[src/rtl/stt_pkg.sv]
// ----------------------------------------------------------------------------
// stt_pkg: shared types, constants and functions of the source tokenizer
// Holds the scan modes, the result record layout, the keyword table and the
// small character-class and operator decoding helpers.
// ----------------------------------------------------------------------------
`default_nettype none

package stt_pkg;

   // Sizes of the design.
   localparam int MAX_KEYWORD_LEN = 8;
   localparam int LINE_BITS       = 16;
   localparam int NUMBER_BITS     = 31;
   localparam int NAME_LEN_BITS   = $clog2(MAX_KEYWORD_LEN + 1);
   localparam int NAME_IDX_BITS   = $clog2(MAX_KEYWORD_LEN);
   localparam int ACC_BITS        = NUMBER_BITS + 4;
   localparam int MAX_RESULTS     = 3;
   localparam int QUEUE_DEPTH     = 8;
   localparam int QPTR_BITS       = $clog2(QUEUE_DEPTH);
   localparam int QCNT_BITS       = $clog2(QUEUE_DEPTH + 1);
   localparam logic [NUMBER_BITS-1:0] NUMBER_MAX = '1;

   // Scan modes.
   typedef enum logic [3:0] {
      MODE_IDLE, MODE_IDENT, MODE_ZERO, MODE_DEC, MODE_REAL,
      MODE_HEX, MODE_OCT, MODE_BIN, MODE_STR, MODE_OP
   } mode_type;

   // Token kinds.
   localparam logic [3:0] KIND_IDENT   = 4'd0;
   localparam logic [3:0] KIND_KEYWORD = 4'd1;
   localparam logic [3:0] KIND_PARAM   = 4'd2;
   localparam logic [3:0] KIND_DECIMAL = 4'd3;
   localparam logic [3:0] KIND_REAL    = 4'd4;
   localparam logic [3:0] KIND_RADIX   = 4'd5;
   localparam logic [3:0] KIND_STRING  = 4'd6;
   localparam logic [3:0] KIND_OPER    = 4'd7;
   localparam logic [3:0] KIND_BRACKET = 4'd8;
   localparam logic [3:0] KIND_ASSIGN  = 4'd9;
   localparam logic [3:0] KIND_END     = 4'd10;
   localparam logic [3:0] KIND_UNKNOWN = 4'd11;

   // Operator codes.
   localparam logic [4:0] OP_LAND  = 5'd0;
   localparam logic [4:0] OP_AND   = 5'd1;
   localparam logic [4:0] OP_LOR   = 5'd2;
   localparam logic [4:0] OP_OR    = 5'd3;
   localparam logic [4:0] OP_DEC   = 5'd4;
   localparam logic [4:0] OP_MINUS = 5'd5;
   localparam logic [4:0] OP_INC   = 5'd6;
   localparam logic [4:0] OP_PLUS  = 5'd7;
   localparam logic [4:0] OP_POW   = 5'd8;
   localparam logic [4:0] OP_MUL   = 5'd9;
   localparam logic [4:0] OP_NE    = 5'd10;
   localparam logic [4:0] OP_NOT   = 5'd11;
   localparam logic [4:0] OP_LE    = 5'd12;
   localparam logic [4:0] OP_SHL   = 5'd13;
   localparam logic [4:0] OP_LT    = 5'd14;
   localparam logic [4:0] OP_GE    = 5'd15;
   localparam logic [4:0] OP_SHR   = 5'd16;
   localparam logic [4:0] OP_GT    = 5'd17;
   localparam logic [4:0] OP_DIV   = 5'd18;
   localparam logic [4:0] OP_MOD   = 5'd19;
   localparam logic [4:0] OP_TILDE = 5'd20;
   localparam logic [4:0] OP_XOR   = 5'd21;
   localparam logic [4:0] OP_EQ    = 5'd22;

   // Bracket codes.
   localparam logic [2:0] BR_LSQ  = 3'd0;
   localparam logic [2:0] BR_RSQ  = 3'd1;
   localparam logic [2:0] BR_LPAR = 3'd2;
   localparam logic [2:0] BR_RPAR = 3'd3;
   localparam logic [2:0] BR_LCUR = 3'd4;
   localparam logic [2:0] BR_RCUR = 3'd5;

   // Radix codes.
   localparam logic [1:0] RADIX_HEX = 2'd0;
   localparam logic [1:0] RADIX_OCT = 2'd1;
   localparam logic [1:0] RADIX_BIN = 2'd2;

   // Keyword table, left aligned, first character in the top byte.
   localparam int KW_COUNT = 20;
   localparam int KW_BYTES = 8;
   localparam logic [8*KW_BYTES-1:0] KW_TEXT [KW_COUNT] = '{
      {"defclass"}, {"defun", 24'h0}, {"if", 48'h0}, {"for", 40'h0},
      {"try", 40'h0}, {"while", 24'h0}, {"elif", 32'h0}, {"catch", 24'h0},
      {"else", 32'h0}, {"endif", 24'h0}, {"endfor", 16'h0}, {"endtry", 16'h0},
      {"endwhile"}, {"endclass"}, {"endfun", 16'h0}, {"in", 48'h0},
      {"var", 40'h0}, {"isa", 40'h0}, {"return", 16'h0}, {"break", 24'h0}
   };
   localparam int KW_LEN [KW_COUNT] = '{
      8, 5, 2, 3, 3, 5, 4, 5, 4, 5, 6, 6, 8, 8, 6, 2, 3, 3, 6, 5
   };

   // One result item.
   typedef struct packed {
      logic                   is_token_end;
      logic [7:0]             text_byte;
      logic [3:0]             token_kind;
      logic [4:0]             keyword_index;
      logic [4:0]             operator_code;
      logic [2:0]             bracket_code;
      logic [NUMBER_BITS-1:0] number_value;
      logic [1:0]             radix_code;
      logic [LINE_BITS-1:0]   line_number;
      logic                   last;
   } result_type;

   // Results produced by one request.
   typedef struct packed {
      logic [1:0]                        count;
      result_type [MAX_RESULTS-1:0]      items;
   } push_type;

   function automatic result_type make_text(input logic [7:0] c);
      result_type r;
      r = '0;
      r.text_byte = c;
      return r;
   endfunction

   function automatic result_type make_record(input logic [3:0] kind,
                                              input logic [LINE_BITS-1:0] line);
      result_type r;
      r = '0;
      r.is_token_end = 1'b1;
      r.token_kind   = kind;
      r.line_number  = line;
      return r;
   endfunction

   function automatic logic is_digit(input logic [7:0] c);
      return (c >= "0") && (c <= "9");
   endfunction

   function automatic logic is_alpha(input logic [7:0] c);
      return ((c >= "a") && (c <= "z")) || ((c >= "A") && (c <= "Z"));
   endfunction

   function automatic logic is_hex(input logic [7:0] c);
      return is_digit(c) || ((c >= "a") && (c <= "f")) || ((c >= "A") && (c <= "F"));
   endfunction

   function automatic logic is_space(input logic [7:0] c);
      return (c == " ") || ((c >= 8'd9) && (c <= 8'd13));
   endfunction

   // Single-character form of a pending operator.
   function automatic logic [4:0] lone_code(input logic [7:0] f);
      logic [4:0] code;
      case (f)
         "&":     code = OP_AND;
         "|":     code = OP_OR;
         "-":     code = OP_MINUS;
         "+":     code = OP_PLUS;
         "*":     code = OP_MUL;
         "!":     code = OP_NOT;
         "<":     code = OP_LT;
         ">":     code = OP_GT;
         default: code = OP_LAND;
      endcase
      return code;
   endfunction

   // Two-character operator: returns {hit, code}.
   function automatic logic [5:0] pair_code(input logic [7:0] f, input logic [7:0] c);
      logic [5:0] r;
      case (f)
         "&":     r = {c == "&", OP_LAND};
         "|":     r = {c == "|", OP_LOR};
         "-":     r = {c == "-", OP_DEC};
         "+":     r = {c == "+", OP_INC};
         "*":     r = {c == "*", OP_POW};
         "!":     r = {c == "=", OP_NE};
         "=":     r = {c == "=", OP_EQ};
         "<":     r = {(c == "=") || (c == "<"), (c == "=") ? OP_LE : OP_SHL};
         ">":     r = {(c == "=") || (c == ">"), (c == "=") ? OP_GE : OP_SHR};
         default: r = {1'b0, OP_LAND};
      endcase
      return r;
   endfunction

   // Translation of a byte following a backslash in a string.
   function automatic logic [7:0] escape_value(input logic [7:0] c);
      logic [7:0] v;
      case (c)
         "a":     v = 8'd7;
         "b":     v = 8'd8;
         "e":     v = 8'd27;
         "f":     v = 8'd12;
         "n":     v = 8'd10;
         "r":     v = 8'd13;
         "t":     v = 8'd9;
         "v":     v = 8'd11;
         default: v = c;
      endcase
      return v;
   endfunction

   // Keyword lookup: returns {hit, index}; the lowest table index wins.
   function automatic logic [5:0] keyword_lookup(
      input logic [8*MAX_KEYWORD_LEN-1:0] name,
      input logic [NAME_LEN_BITS-1:0]     len,
      input logic                         too_long);
      logic [5:0] r;
      logic       ok;
      r = '0;
      for (int i = KW_COUNT - 1; i >= 0; i--) begin
         ok = (int'(len) == KW_LEN[i]);
         for (int j = 0; j < KW_BYTES; j++) begin
            if ((j < KW_LEN[i]) && (j < MAX_KEYWORD_LEN)) begin
               ok = ok && (name[8*j +: 8] == KW_TEXT[i][8*KW_BYTES-1-8*j -: 8]);
            end
         end
         if (ok && !too_long) begin
            r = {1'b1, 5'(i)};
         end
      end
      return r;
   endfunction

endpackage

`default_nettype wire

[src/rtl/stt_intf.sv]
// ----------------------------------------------------------------------------
// stt_intf: request and response channels of the source tokenizer
// Valid/ready channels; a transfer happens when both are high at a clock edge.
// ----------------------------------------------------------------------------
`default_nettype none

interface stt_req_if;
   logic       valid;
   logic       ready;
   logic [7:0] char_byte;
   logic       end_of_input;

   modport source (output valid, output char_byte, output end_of_input, input ready);
   modport sink   (input valid, input char_byte, input end_of_input, output ready);
endinterface


`default_nettype wire

[src/rtl/stt_lexer.sv]
// ----------------------------------------------------------------------------
// stt_lexer: input register, scanner state and per-byte decision logic
// Each registered request is decoded combinationally into up to three
// results, which are handed to the response queue together with the state
// update.
`default_nettype none

module stt_lexer import stt_pkg::*; (
   input  wire logic     clock,
   input  wire logic     reset,
   stt_req_if.sink       req_chan,
   input  wire logic     room,
   output push_type      push
);

   // Input register.
   logic       in_valid_ff, in_valid_in;
   logic [7:0] char_ff, char_in;
   logic       eoi_ff, eoi_in;
   logic       advance;

   // Scanner state.
   mode_type                     mode_ff, mode_in;
   logic [8*MAX_KEYWORD_LEN-1:0] nbuf_ff, nbuf_in;
   logic [NAME_LEN_BITS-1:0]     nlen_ff, nlen_in;
   logic                         long_ff, long_in;
   logic [NUMBER_BITS-1:0]       acc_ff, acc_in;
   logic [LINE_BITS-1:0]         line_ff, line_in;
   logic [7:0]                   quote_ff, quote_in;
   logic                         esc_ff, esc_in;
   logic [7:0]                   fop_ff, fop_in;

   // Decode results.
   result_type [MAX_RESULTS-1:0] res;
   logic [2:0]                   cnt;
   logic                         do_close, do_start;
   logic [ACC_BITS-1:0]          sum;
   logic [5:0]                   kw;
   logic [5:0]                   pair;
   logic [7:0]                   c;
   result_type                   r;

   // The request register moves on whenever the queue has room for a full set.
   assign advance        = in_valid_ff && room;
   assign req_chan.ready = !in_valid_ff || advance;

   always_comb begin
      in_valid_in = in_valid_ff;
      char_in     = char_ff;
      eoi_in      = eoi_ff;
      if (advance) begin
         in_valid_in = 1'b0;
      end
      if (req_chan.valid && req_chan.ready) begin
         in_valid_in = 1'b1;
         char_in     = req_chan.char_byte;
         eoi_in      = req_chan.end_of_input;
      end
   end

   // Per-byte decode: continue the open token, close it, then start a new one.
   always_comb begin
      mode_in  = mode_ff;
      nbuf_in  = nbuf_ff;
      nlen_in  = nlen_ff;
      long_in  = long_ff;
      acc_in   = acc_ff;
      line_in  = line_ff;
      quote_in = quote_ff;
      esc_in   = esc_ff;
      fop_in   = fop_ff;
      res      = '0;
      cnt      = '0;
      do_close = 1'b0;
      do_start = 1'b0;
      c        = char_ff;
      r        = '0;
      sum      = ({4'b0, acc_ff} << 3) + ({4'b0, acc_ff} << 1) + ACC_BITS'(c - "0");
      kw       = keyword_lookup(nbuf_ff, nlen_ff, long_ff);
      pair     = pair_code(fop_ff, c);

      if (eoi_ff) begin
         do_close = 1'b1;
      end else begin
         case (mode_ff)
            MODE_IDENT: begin
               if (is_alpha(c) || is_digit(c)) begin
                  res[cnt[1:0]] = make_text(c);
                  cnt = cnt + 3'd1;
                  if (int'(nlen_ff) < MAX_KEYWORD_LEN) begin
                     nbuf_in[8*nlen_ff[NAME_IDX_BITS-1:0] +: 8] = c;
                     nlen_in = nlen_ff + NAME_LEN_BITS'(1);
                  end else begin
                     long_in = 1'b1;
                  end
               end else if (c == ":") begin
                  res[cnt[1:0]] = make_text(c);
                  cnt = cnt + 3'd1;
                  res[cnt[1:0]] = make_record(KIND_PARAM, line_ff);
                  cnt = cnt + 3'd1;
                  mode_in = MODE_IDLE;
               end else begin
                  do_close = 1'b1;
                  do_start = 1'b1;
               end
            end
            MODE_ZERO: begin
               if (c == "x") begin
                  res[cnt[1:0]] = make_text(c);
                  cnt = cnt + 3'd1;
                  mode_in = MODE_HEX;
               end else if (c == "b") begin
                  res[cnt[1:0]] = make_text(c);
                  cnt = cnt + 3'd1;
                  mode_in = MODE_BIN;
               end else if ((c >= "0") && (c <= "7")) begin
                  res[cnt[1:0]] = make_text(c);
                  cnt = cnt + 3'd1;
                  mode_in = MODE_OCT;
               end else if (c == ".") begin
                  res[cnt[1:0]] = make_text(c);
                  cnt = cnt + 3'd1;
                  mode_in = MODE_REAL;
               end else begin
                  do_close = 1'b1;
                  do_start = 1'b1;
               end
            end
            MODE_DEC: begin
               if (is_digit(c)) begin
                  res[cnt[1:0]] = make_text(c);
                  cnt = cnt + 3'd1;
                  // Saturate once the value would pass the largest number.
                  if (sum > ACC_BITS'(NUMBER_MAX)) begin
                     acc_in = NUMBER_MAX;
                  end else begin
                     acc_in = sum[NUMBER_BITS-1:0];
                  end
               end else if (c == ".") begin
                  res[cnt[1:0]] = make_text(c);
                  cnt = cnt + 3'd1;
                  mode_in = MODE_REAL;
               end else begin
                  do_close = 1'b1;
                  do_start = 1'b1;
               end
            end
            MODE_REAL, MODE_HEX, MODE_OCT, MODE_BIN: begin
               if (((mode_ff == MODE_REAL) && is_digit(c)) ||
                   ((mode_ff == MODE_HEX) && is_hex(c)) ||
                   ((mode_ff == MODE_OCT) && (c >= "0") && (c <= "7")) ||
                   ((mode_ff == MODE_BIN) && ((c == "0") || (c == "1")))) begin
                  res[cnt[1:0]] = make_text(c);
                  cnt = cnt + 3'd1;
               end else begin
                  do_close = 1'b1;
                  do_start = 1'b1;
               end
            end
            MODE_STR: begin
               if (esc_ff) begin
                  esc_in = 1'b0;
                  res[cnt[1:0]] = make_text(escape_value(c));
                  cnt = cnt + 3'd1;
               end else if (c == quote_ff) begin
                  res[cnt[1:0]] = make_record(KIND_STRING, line_ff);
                  cnt = cnt + 3'd1;
                  mode_in = MODE_IDLE;
               end else if ((quote_ff == "\"") && (c == "\\")) begin
                  esc_in = 1'b1;
               end else begin
                  res[cnt[1:0]] = make_text(c);
                  cnt = cnt + 3'd1;
               end
            end
            MODE_OP: begin
               if (pair[5]) begin
                  r = make_record(KIND_OPER, line_ff);
                  r.operator_code = pair[4:0];
                  res[cnt[1:0]] = r;
                  cnt = cnt + 3'd1;
                  mode_in = MODE_IDLE;
               end else begin
                  do_close = 1'b1;
                  do_start = 1'b1;
               end
            end
            default: begin
               do_start = 1'b1;
            end
         endcase
      end

      // Close the open token.
      if (do_close) begin
         r = make_record(KIND_IDENT, line_ff);
         case (mode_ff)
            MODE_IDENT: begin
               if (kw[5]) begin
                  r.token_kind    = KIND_KEYWORD;
                  r.keyword_index = kw[4:0];
               end
               res[cnt[1:0]] = r;
               cnt = cnt + 3'd1;
            end
            MODE_ZERO, MODE_DEC: begin
               r.token_kind   = KIND_DECIMAL;
               r.number_value = acc_ff;
               res[cnt[1:0]] = r;
               cnt = cnt + 3'd1;
            end
            MODE_REAL: begin
               r.token_kind = KIND_REAL;
               res[cnt[1:0]] = r;
               cnt = cnt + 3'd1;
            end
            MODE_HEX, MODE_OCT, MODE_BIN: begin
               r.token_kind = KIND_RADIX;
               r.radix_code = (mode_ff == MODE_HEX) ? RADIX_HEX :
                              (mode_ff == MODE_OCT) ? RADIX_OCT : RADIX_BIN;
               res[cnt[1:0]] = r;
               cnt = cnt + 3'd1;
            end
            MODE_STR: begin
               if (esc_ff) begin
                  res[cnt[1:0]] = make_text("\\");
                  cnt = cnt + 3'd1;
               end
               r.token_kind = KIND_STRING;
               res[cnt[1:0]] = r;
               cnt = cnt + 3'd1;
            end
            MODE_OP: begin
               if (fop_ff == "=") begin
                  r.token_kind = KIND_ASSIGN;
               end else begin
                  r.token_kind    = KIND_OPER;
                  r.operator_code = lone_code(fop_ff);
               end
               res[cnt[1:0]] = r;
               cnt = cnt + 3'd1;
            end
            default: begin
            end
         endcase
         mode_in = MODE_IDLE;
         esc_in  = 1'b0;
      end

      // Start a new token with the current byte.
      if (do_start) begin
         mode_in = MODE_IDLE;
         r = make_record(KIND_BRACKET, line_ff);
         if (c == 8'd10) begin
            line_in = line_ff + LINE_BITS'(1);
         end else if (is_space(c)) begin
            mode_in = MODE_IDLE;
         end else begin
            case (c)
               "&", "|", "-", "+", "*", "!", "<", ">", "=": begin
                  fop_in  = c;
                  mode_in = MODE_OP;
               end
               "/", "%", "~", "^": begin
                  r.token_kind    = KIND_OPER;
                  r.operator_code = (c == "/") ? OP_DIV : (c == "%") ? OP_MOD :
                                    (c == "~") ? OP_TILDE : OP_XOR;
                  res[cnt[1:0]] = r;
                  cnt = cnt + 3'd1;
               end
               "[", "]", "(", ")", "{", "}": begin
                  r.bracket_code = (c == "[") ? BR_LSQ : (c == "]") ? BR_RSQ :
                                   (c == "(") ? BR_LPAR : (c == ")") ? BR_RPAR :
                                   (c == "{") ? BR_LCUR : BR_RCUR;
                  res[cnt[1:0]] = r;
                  cnt = cnt + 3'd1;
               end
               "\"", "'": begin
                  quote_in = c;
                  esc_in   = 1'b0;
                  mode_in  = MODE_STR;
               end
               default: begin
                  res[cnt[1:0]] = make_text(c);
                  cnt = cnt + 3'd1;
                  if (is_digit(c)) begin
                     acc_in  = NUMBER_BITS'(c - "0");
                     mode_in = (c == "0") ? MODE_ZERO : MODE_DEC;
                  end else if (is_alpha(c)) begin
                     nbuf_in[7:0] = c;
                     nlen_in      = NAME_LEN_BITS'(1);
                     long_in      = 1'b0;
                     mode_in      = MODE_IDENT;
                  end else begin
                     res[cnt[1:0]] = make_record(KIND_UNKNOWN, line_ff);
                     cnt = cnt + 3'd1;
                  end
               end
            endcase
         end
      end

      // End of input always finishes with an end record.
      if (eoi_ff) begin
         res[cnt[1:0]] = make_record(KIND_END, line_ff);
         cnt = cnt + 3'd1;
      end

      // Flag the final result of this request.
      if (cnt != 3'd0) begin
         res[cnt[1:0] - 2'd1].last = 1'b1;
      end
   end

   assign push.count = advance ? cnt[1:0] : 2'd0;
   assign push.items = res;

   // Control registers.
   always_ff @(posedge clock) begin
      if (reset) begin
         in_valid_ff <= 1'b0;
         mode_ff     <= MODE_IDLE;
         nlen_ff     <= '0;
         long_ff     <= 1'b0;
         acc_ff      <= '0;
         line_ff     <= '0;
         quote_ff    <= '0;
         esc_ff      <= 1'b0;
         fop_ff      <= '0;
      end else begin
         in_valid_ff <= in_valid_in;
         if (advance) begin
            mode_ff  <= mode_in;
            nlen_ff  <= nlen_in;
            long_ff  <= long_in;
            acc_ff   <= acc_in;
            line_ff  <= line_in;
            quote_ff <= quote_in;
            esc_ff   <= esc_in;
            fop_ff   <= fop_in;
         end
      end
   end

   // Payload registers.
   always_ff @(posedge clock) begin
      char_ff <= char_in;
      eoi_ff  <= eoi_in;
      if (advance) begin
         nbuf_ff <= nbuf_in;
      end
   end

endmodule

`default_nettype wire

[src/flat_wrapper.sv]
// flat-port wrapper written by rule: the top's interface ports become plain ports
module stt_lexer_flat import stt_pkg::*;
  (clock, reset, room, push, req_chan_valid, req_chan_char_byte, req_chan_end_of_input, req_chan_ready);
  stt_req_if req_chan_i ();
  input  wire logic clock;
  input  wire logic reset;
  input  wire logic room;
  output push_type push;
  input wire logic [$bits(req_chan_i.valid)-1:0] req_chan_valid;
  input wire logic [$bits(req_chan_i.char_byte)-1:0] req_chan_char_byte;
  input wire logic [$bits(req_chan_i.end_of_input)-1:0] req_chan_end_of_input;
  output wire logic [$bits(req_chan_i.ready)-1:0] req_chan_ready;
  assign req_chan_i.valid = req_chan_valid;
  assign req_chan_i.char_byte = req_chan_char_byte;
  assign req_chan_i.end_of_input = req_chan_end_of_input;
  assign req_chan_ready = req_chan_i.ready;
  stt_lexer u_core (.clock(clock), .reset(reset), .req_chan(req_chan_i), .room(room), .push(push));
endmodule
[config.mk]
export PLATFORM = sky130hd
export DESIGN_NAME = stt_lexer_flat
export DESIGN_NICKNAME = d
export VERILOG_FILES = /design/src/rtl/stt_pkg.sv /design/src/rtl/stt_intf.sv /design/src/rtl/stt_lexer.sv /design/src/flat_wrapper.sv
export SDC_FILE = /design/constraint.sdc
export NUM_CORES = 1
export LEC_CHECK = 0
export ABC_AREA = 1
export BUFFER_PORTS_ARGS = -buffer_cell sky130_fd_sc_hd__buf_2
export CAP_MARGIN = 20
export CORE_ASPECT_RATIO = 0.8
export CORE_MARGIN = 3
export CORE_UTILIZATION = 40
export CTS_CLUSTER_DIAMETER = 40
export DETAILED_ROUTE_END_ITERATION = 7
export SYNTH_ARGS = -nofsm -noshare
export SYNTH_HDL_FRONTEND = slang
export SYNTH_SLANG_ARGS = --single-unit
[constraint.sdc]
create_clock -name clock -period 6.74 [get_ports clock]
set_input_delay 0.674 -clock clock [delete_from_list [all_inputs] [get_ports clock]]
set_output_delay 0.674 -clock clock [all_outputs]
set_load 0.05 [all_outputs]
* Word-level counts from Yosys, hierarchy flattened
Index checks and enable logic that the tools add are counted.
Storage, ports and cells: input port bits 13, output and inout bits 231, bits in registers 147
Cells by class: order comparisons 25, reduce and logical (&&, ||, !) cells 158, shift-type cells 2, mux-type cells 209, add/subtract/negate cells 13, bitwise logic cells 6, equality and inequality tests 125
Operators by type and width (count):
- $bwmux 228 | 12
- $mux 228 | 11
- $pmux 228 s6 | 1
- $mux 76 | 15
- $demux 76 s2 | 6
- $pmux 228 s3 | 1
- $eq 8x7->1 const B | 73
- $pmux 76 s6 | 1
- $mux 152 | 2
- $mux 31 | 9
- $mux 75 | 3
- $eq 8x6->1 const B | 28
- $and 144x216->216 | 1
- $not 216->216 | 1
- $mux 6 | 21
- $logic_and 1x1->1 | 125
- $mux 4 | 29
- $mux 8 | 10
- $mux 3 | 22
- $bwmux 64 | 1
- $pmux 8 s8 | 1
- $shift 8x34->64 const A | 1
- $shiftx 8x34->64 | 1
- $pmux 6 s9 | 1
- 58 further kinds | 162

* Longest topological paths before layout
word-level depth 45, mapped depth 38, mapped depth without buffers 36

* Worst setup path after synthesis
No wires, ideal clock.
path type flip-flop to output port, start point register u_core.char_ff[5] (netlist: u_core.c[5]), end point output port push[94] (netlist bit), path buffers 2, stages on the path, launching flop included 34, arrival time 6185 ps, path slack -119 ps, cells stage by stage edfxtp_1 -> buf_2 -> clkinv_1 -> ha_1 -> inv_1 -> a21oi_1 -> nand2_1 -> nand2_1 -> nand3_2 -> nand2_1 -> nand2_1 -> o21bai_2 -> ha_1 -> nand2_1 -> a21boi_0 -> inv_1 -> ha_1 -> nor2_1 -> a21oi_1 -> nand2_1 -> o21ai_2 -> ha_1 -> inv_1 -> nor2_1 -> inv_1 -> nand3_1 -> nand2_1 -> nand2_1 -> inv_1 -> ha_1 -> nand2_1 -> inv_1 -> clkbuf_1 -> nor4_1
RTL lines:
- start: declaration | line stt_lexer.sv:18 | logic [7:0] char_ff, char_in;
- start signal: assignment | line stt_lexer.sv:347 | char_ff <= char_in;
- end: declaration | line flat_wrapper.sv:8 | output push_type push;

==> impl_results.md <==
- Status: finished clean
- 1st-pass router iterations: 5
- Hold Worst Slack: approximately 0.38 ns
- Maximum ir drop on the vdd rail: 0.1819 mV
- Share of synthesized flip-flops with an asynchronous set or reset: 0%
- Crit path launch type: flip-flop
- Number of global-route vias before repair: ~17000
- Kind of critical path: flip-flop to output pin
- Data arrival, critical path: between 5 and 6 ns
- Internal power contribution: 0.001666 W
- Source of the worst hold timing path: req_chan_char_byte[0]
- Routed wire per std cell: 21.34 um
- Remaining antenna violation count: 0
- Slowest cell on crit path: edfxtp_1
- Clock slew at the register clock pins of the worst setup and hold paths: about 0.080 ns
- Hold path cells: 1
- Transition time at the pin with the least slew margin: between 0.9 and 1 ns
- Reg2reg setup slack: between 1 and 1.5 ns
- Number of flops mapped to enable cells by yosys: 73
- Worst reg2reg path startpoint: u_core.c[6]
- Max clock buf depth: 2
- Switching power: ~0.0011 W
- Total routing usage reported by global routing: approximately a third
- Synthesized flop and latch total: 147
- Crit path top cell by count: nand2_1
- Clk Tree Root Cell: clkbuf_16
- IO Count: around 240
- Number of CTS-inserted buffers: 17
- H-tree level count: 4
- Final cell utilization of the core: around 49%
- Clock latency on the worst-skew pair: around 0.46 ns
- Power density normalized to cell area: between 100 and 150 mW/mm^2
- RR Endpoint: u_core.acc_ff[13]
- Highest achievable clock rate: 153.5 MHz
- Part of the total power dissipated in the clock network: 36.5%
- Maximum number of pins on one net before global-route repair: 44
- Count of inserted antenna diode cells: 0
- Flip-flop and latch area: 0.003674 sq mm
- Die extent in y: ~180 um
- Total of buffers placed on input and output ports: 243
- Vias per inst: 5.660
- Stage delay of the slowest cell on the critical path: approximately 0.46 ns
- Area growth syn-to-layout: 21.19%
- CTS Sinks: 147
- Starting utilization of the core area: between 40% and 50%
- Beginning of the critical path: u_core.c[7]
- Final-stage net count: between 2000 and 3000
- Combinational Power Share: between 20 and 30%
- Ratio of final minimum period to clock period: 96.64%
- Number of antenna violations at the first check in global routing: 1
- Max Cap Violations: 0
- Kind of capture point of the worst setup path: output pin
- Global-route wire length before repair: 104.8 mm
- Via count of the routed design: 18590
- Post-synthesis instance total: between 2000 and 2500
- Slew margin rel.: between 30 and 40%
- Max Slew Vio Count: 0
- Site Rows: 64
- Static leakage: 8.511 nW
- Fraction of layout cells with a size suffix above 1: approximately a fifth
- CTS tree: done
- Number of DRC violations after detailed routing: 0
- Depth of the worst register-to-register path: 24
- Final GP Congestion: roughly 1.0
- Worst Hold Endpoint: u_core.c[0]
- Maximum net fanout on the critical path: 9
- Fin Clk Skew: roughly 0.020 ns
- Tmin final: roughly 6.5 ns
- Crit path required time: roughly 6 ns
- Die boundary width: about 230 um
- Synthesized netlist net count: between 2000 and 3000
- DIE AREA: about 0.042 sq mm
- Count of distinct cell types in the synthesized netlist: between 60 and 70
- Area of the core: 0.03844 sq mm
- Seq pwr share: a little over a third
- Netlist area before placement: around 0.016 sq mm
- Sw Ratio: 39.52%
- Final Hold Fails: 0
- Primary flip-flop cell chosen by synthesis mapping: dfxtp_1
- Syn. warnings: 0
- Finish-stage setup viols: 0
- Post-detailed-routing wire length: ~70 mm
- Min-delay worst type: primary input to flip-flop
- Post-DP HPWL: roughly 55 mm
- Total of fill cells in the finished design: between 4000 and 5000
- Register area share after synthesis: about a quarter
- Gr ovfl total: 0
- Multi-input combinational cell area: approximately 0.010 sq mm
- Post-Synthesis Mean Instance Area: between 6 and 7 sq um
- Iter 0 DRT Violations: ~2100
[Yosys cell counts, drive strengths merged, types with 5 or more instances]
| cell type | n | share of area (%) |
|---|---|---|
| nand2 | 521 | 13 |
| nor2 | 443 | 12 |
| inv | 357 | 8.7 |
| a21oi | 175 | 5.7 |
| nor3 | 161 | 5.2 |
| nand3 | 153 | 5.3 |
| o21ai | 149 | 4.9 |
| dfxtp | 74 | 9.5 |
| edfxtp | 73 | 14 |
| ha | 60 | 4.8 |
| buf | 46 | 1.8 |
| nand4 | 46 | 1.8 |
| o211ai | 35 | 1.7 |
| clkbuf | 32 | 0.77 |
| fa | 30 | 3.8 |
| nor4 | 19 | 0.76 |
| xnor2 | 18 | 1.0 |
| xor2 | 18 | 1.0 |
| a31oi | 13 | 0.52 |
| nand3b | 9 | 0.43 |
| a21o | 6 | 0.29 |
| o21bai | 6 | 0.31 |
| o22ai | 6 | 0.24 |
| a211oi | 5 | 0.24 |
| a21boi | 5 | 0.24 |
| and3 | 5 | 0.20 |
[layout by cell type, fill, tap and decap left out, types with 9 or more instances in the layout]
| cell type | count |
|---|---|
| clkbuf_4 | 9 |
| o211ai_1 | 34 |
| nand2_2 | 21 |
| nor4_1 | 17 |
| o21ai_0 | 126 |
| buf_4 | 118 |
| xnor2_1 | 18 |
| a21oi_1 | 170 |
| nor2_1 | 401 |
| nor2_2 | 26 |
| nand3_1 | 143 |
| inv_1 | 320 |
| fa_1 | 30 |
| inv_2 | 29 |
| nand2_1 | 492 |
| buf_2 | 188 |
| nor3_1 | 138 |
| a31oi_1 | 13 |
| clkbuf_16 | 18 |
| nor3_2 | 19 |
| edfxtp_1 | 73 |
| nand4_1 | 46 |
| o21ai_1 | 17 |
| dfxtp_1 | 74 |
| xor2_1 | 18 |
| ha_1 | 57 |
| nand3b_1 | 9 |
| nor2_4 | 11 |
| buf_6 | 17 |
[cell families after synthesis]
family          count (synthesis)  share of synthesized area (%)
simple gates                 1363                          39.14
flops                         147                          23.48
compound gates                422                          15.43
buf+inv                       438                          11.30
xor+xnor                       36                          2.015
fa+ha+maj                      90                          8.637
[worst max-delay path, delay by kind of cell, from the launching register on]
kind,cells,cell delay (ns)
buffers and inverters,10,1.32
AND/OR/NAND/NOR,14,1.67
AO/OA/AOI/OAI,6,0.91
adder cells (fa/ha/maj),4,1.03
flip-flops,1,0.46
[final cells by class]
type | count | area share [%]
tap | 495 | 3.267
multi-input combinational | 1911 | 55.12
sequential | 147 | 19.38
timing repair buffer | 339 | 11.77
inverter | 360 | 7.286
clock buffer | 17 | 2.244
clock inverter | 15 | 0.9437
[how the worst max path moves through the flow]
stage | to | slack, ns | depth (start not counted)
after floorplan | push[132] | 0.05 | 32
after CTS | push[20] | 0.0005 | 35
after global routing | push[142] | -0.03 | 36
after detailed placement | push[132] | 0.16 | 33
final | push[93] | 0.23 | 34
after global placement | push[132] | 0.20 | 33
[flip-flops by register name, indices dropped and copies added (netlist names)]
signal / flops
u_core.acc_ff: 31
u_core.line_ff: 16
u_core.fop_ff: 8
u_core.long_ff: 1
u_core.esc_ff: 1
u_core.eoi_ff: 1
u_core.in_valid_ff: 1
u_core.nlen_ff: 4
u_core.c: 8
u_core.nbuf_ff: 64
u_core.mode_ff: 4
u_core.quote_ff: 8
[stage by stage]
stage / setup TNS, ns / setup WS [ns] / total power [W] / instances / cell area, sq um
after floorplan: 0 / 0.05006 / 0.001497 / 2496 / 15650
after global placement: 0 / 0.1963 / 0.001726 / 3228 / 17690
after detailed placement: 0 / 0.1647 / 0.001725 / 3228 / 17690
after CTS: 0 / 0.0004863 / 0.002737 / 3270 / 18420
after global routing: -0.1693 / -0.03496 / 0.002870 / 3284 / 18960
final: 0 / 0.2263 / 0.002755 / 3284 / 18960
[timing repair]
item / CTS / global route
pin swaps: 0 / 4
endpoints found under the setup margin: 152 / 205
hold buffers: 0 / 0
cloned: 0 / 1
setup buffers: 10 / 11
endpoints found under the hold margin: 0 / 0
gates resized for setup: 14 / 158
[per-layer routing]
layer  up-vias  part of all wire (%)  GRT usage (%)
li1       8814                     -              -
met3       119                   8.9          6.193
met2       896                    43          50.12
met1      8758                    45          48.01
met4         2                   2.7          9.082
met5         -                 0.019              0
[power groups by stage]
stage,registers [W],logic [W],clock network (W)
2_1_floorplan,0.000983,0.000515,0
3_3_place_gp,0.000996,0.000730,0
3_5_place_dp,0.000997,0.000728,0
4_1_cts,0.000972,0.000742,0.00102
5_1_grt,0.000973,0.000837,0.00106
6_report,0.000971,0.000777,0.00101
No activity file was read; power rests on OpenSTA's default activity.
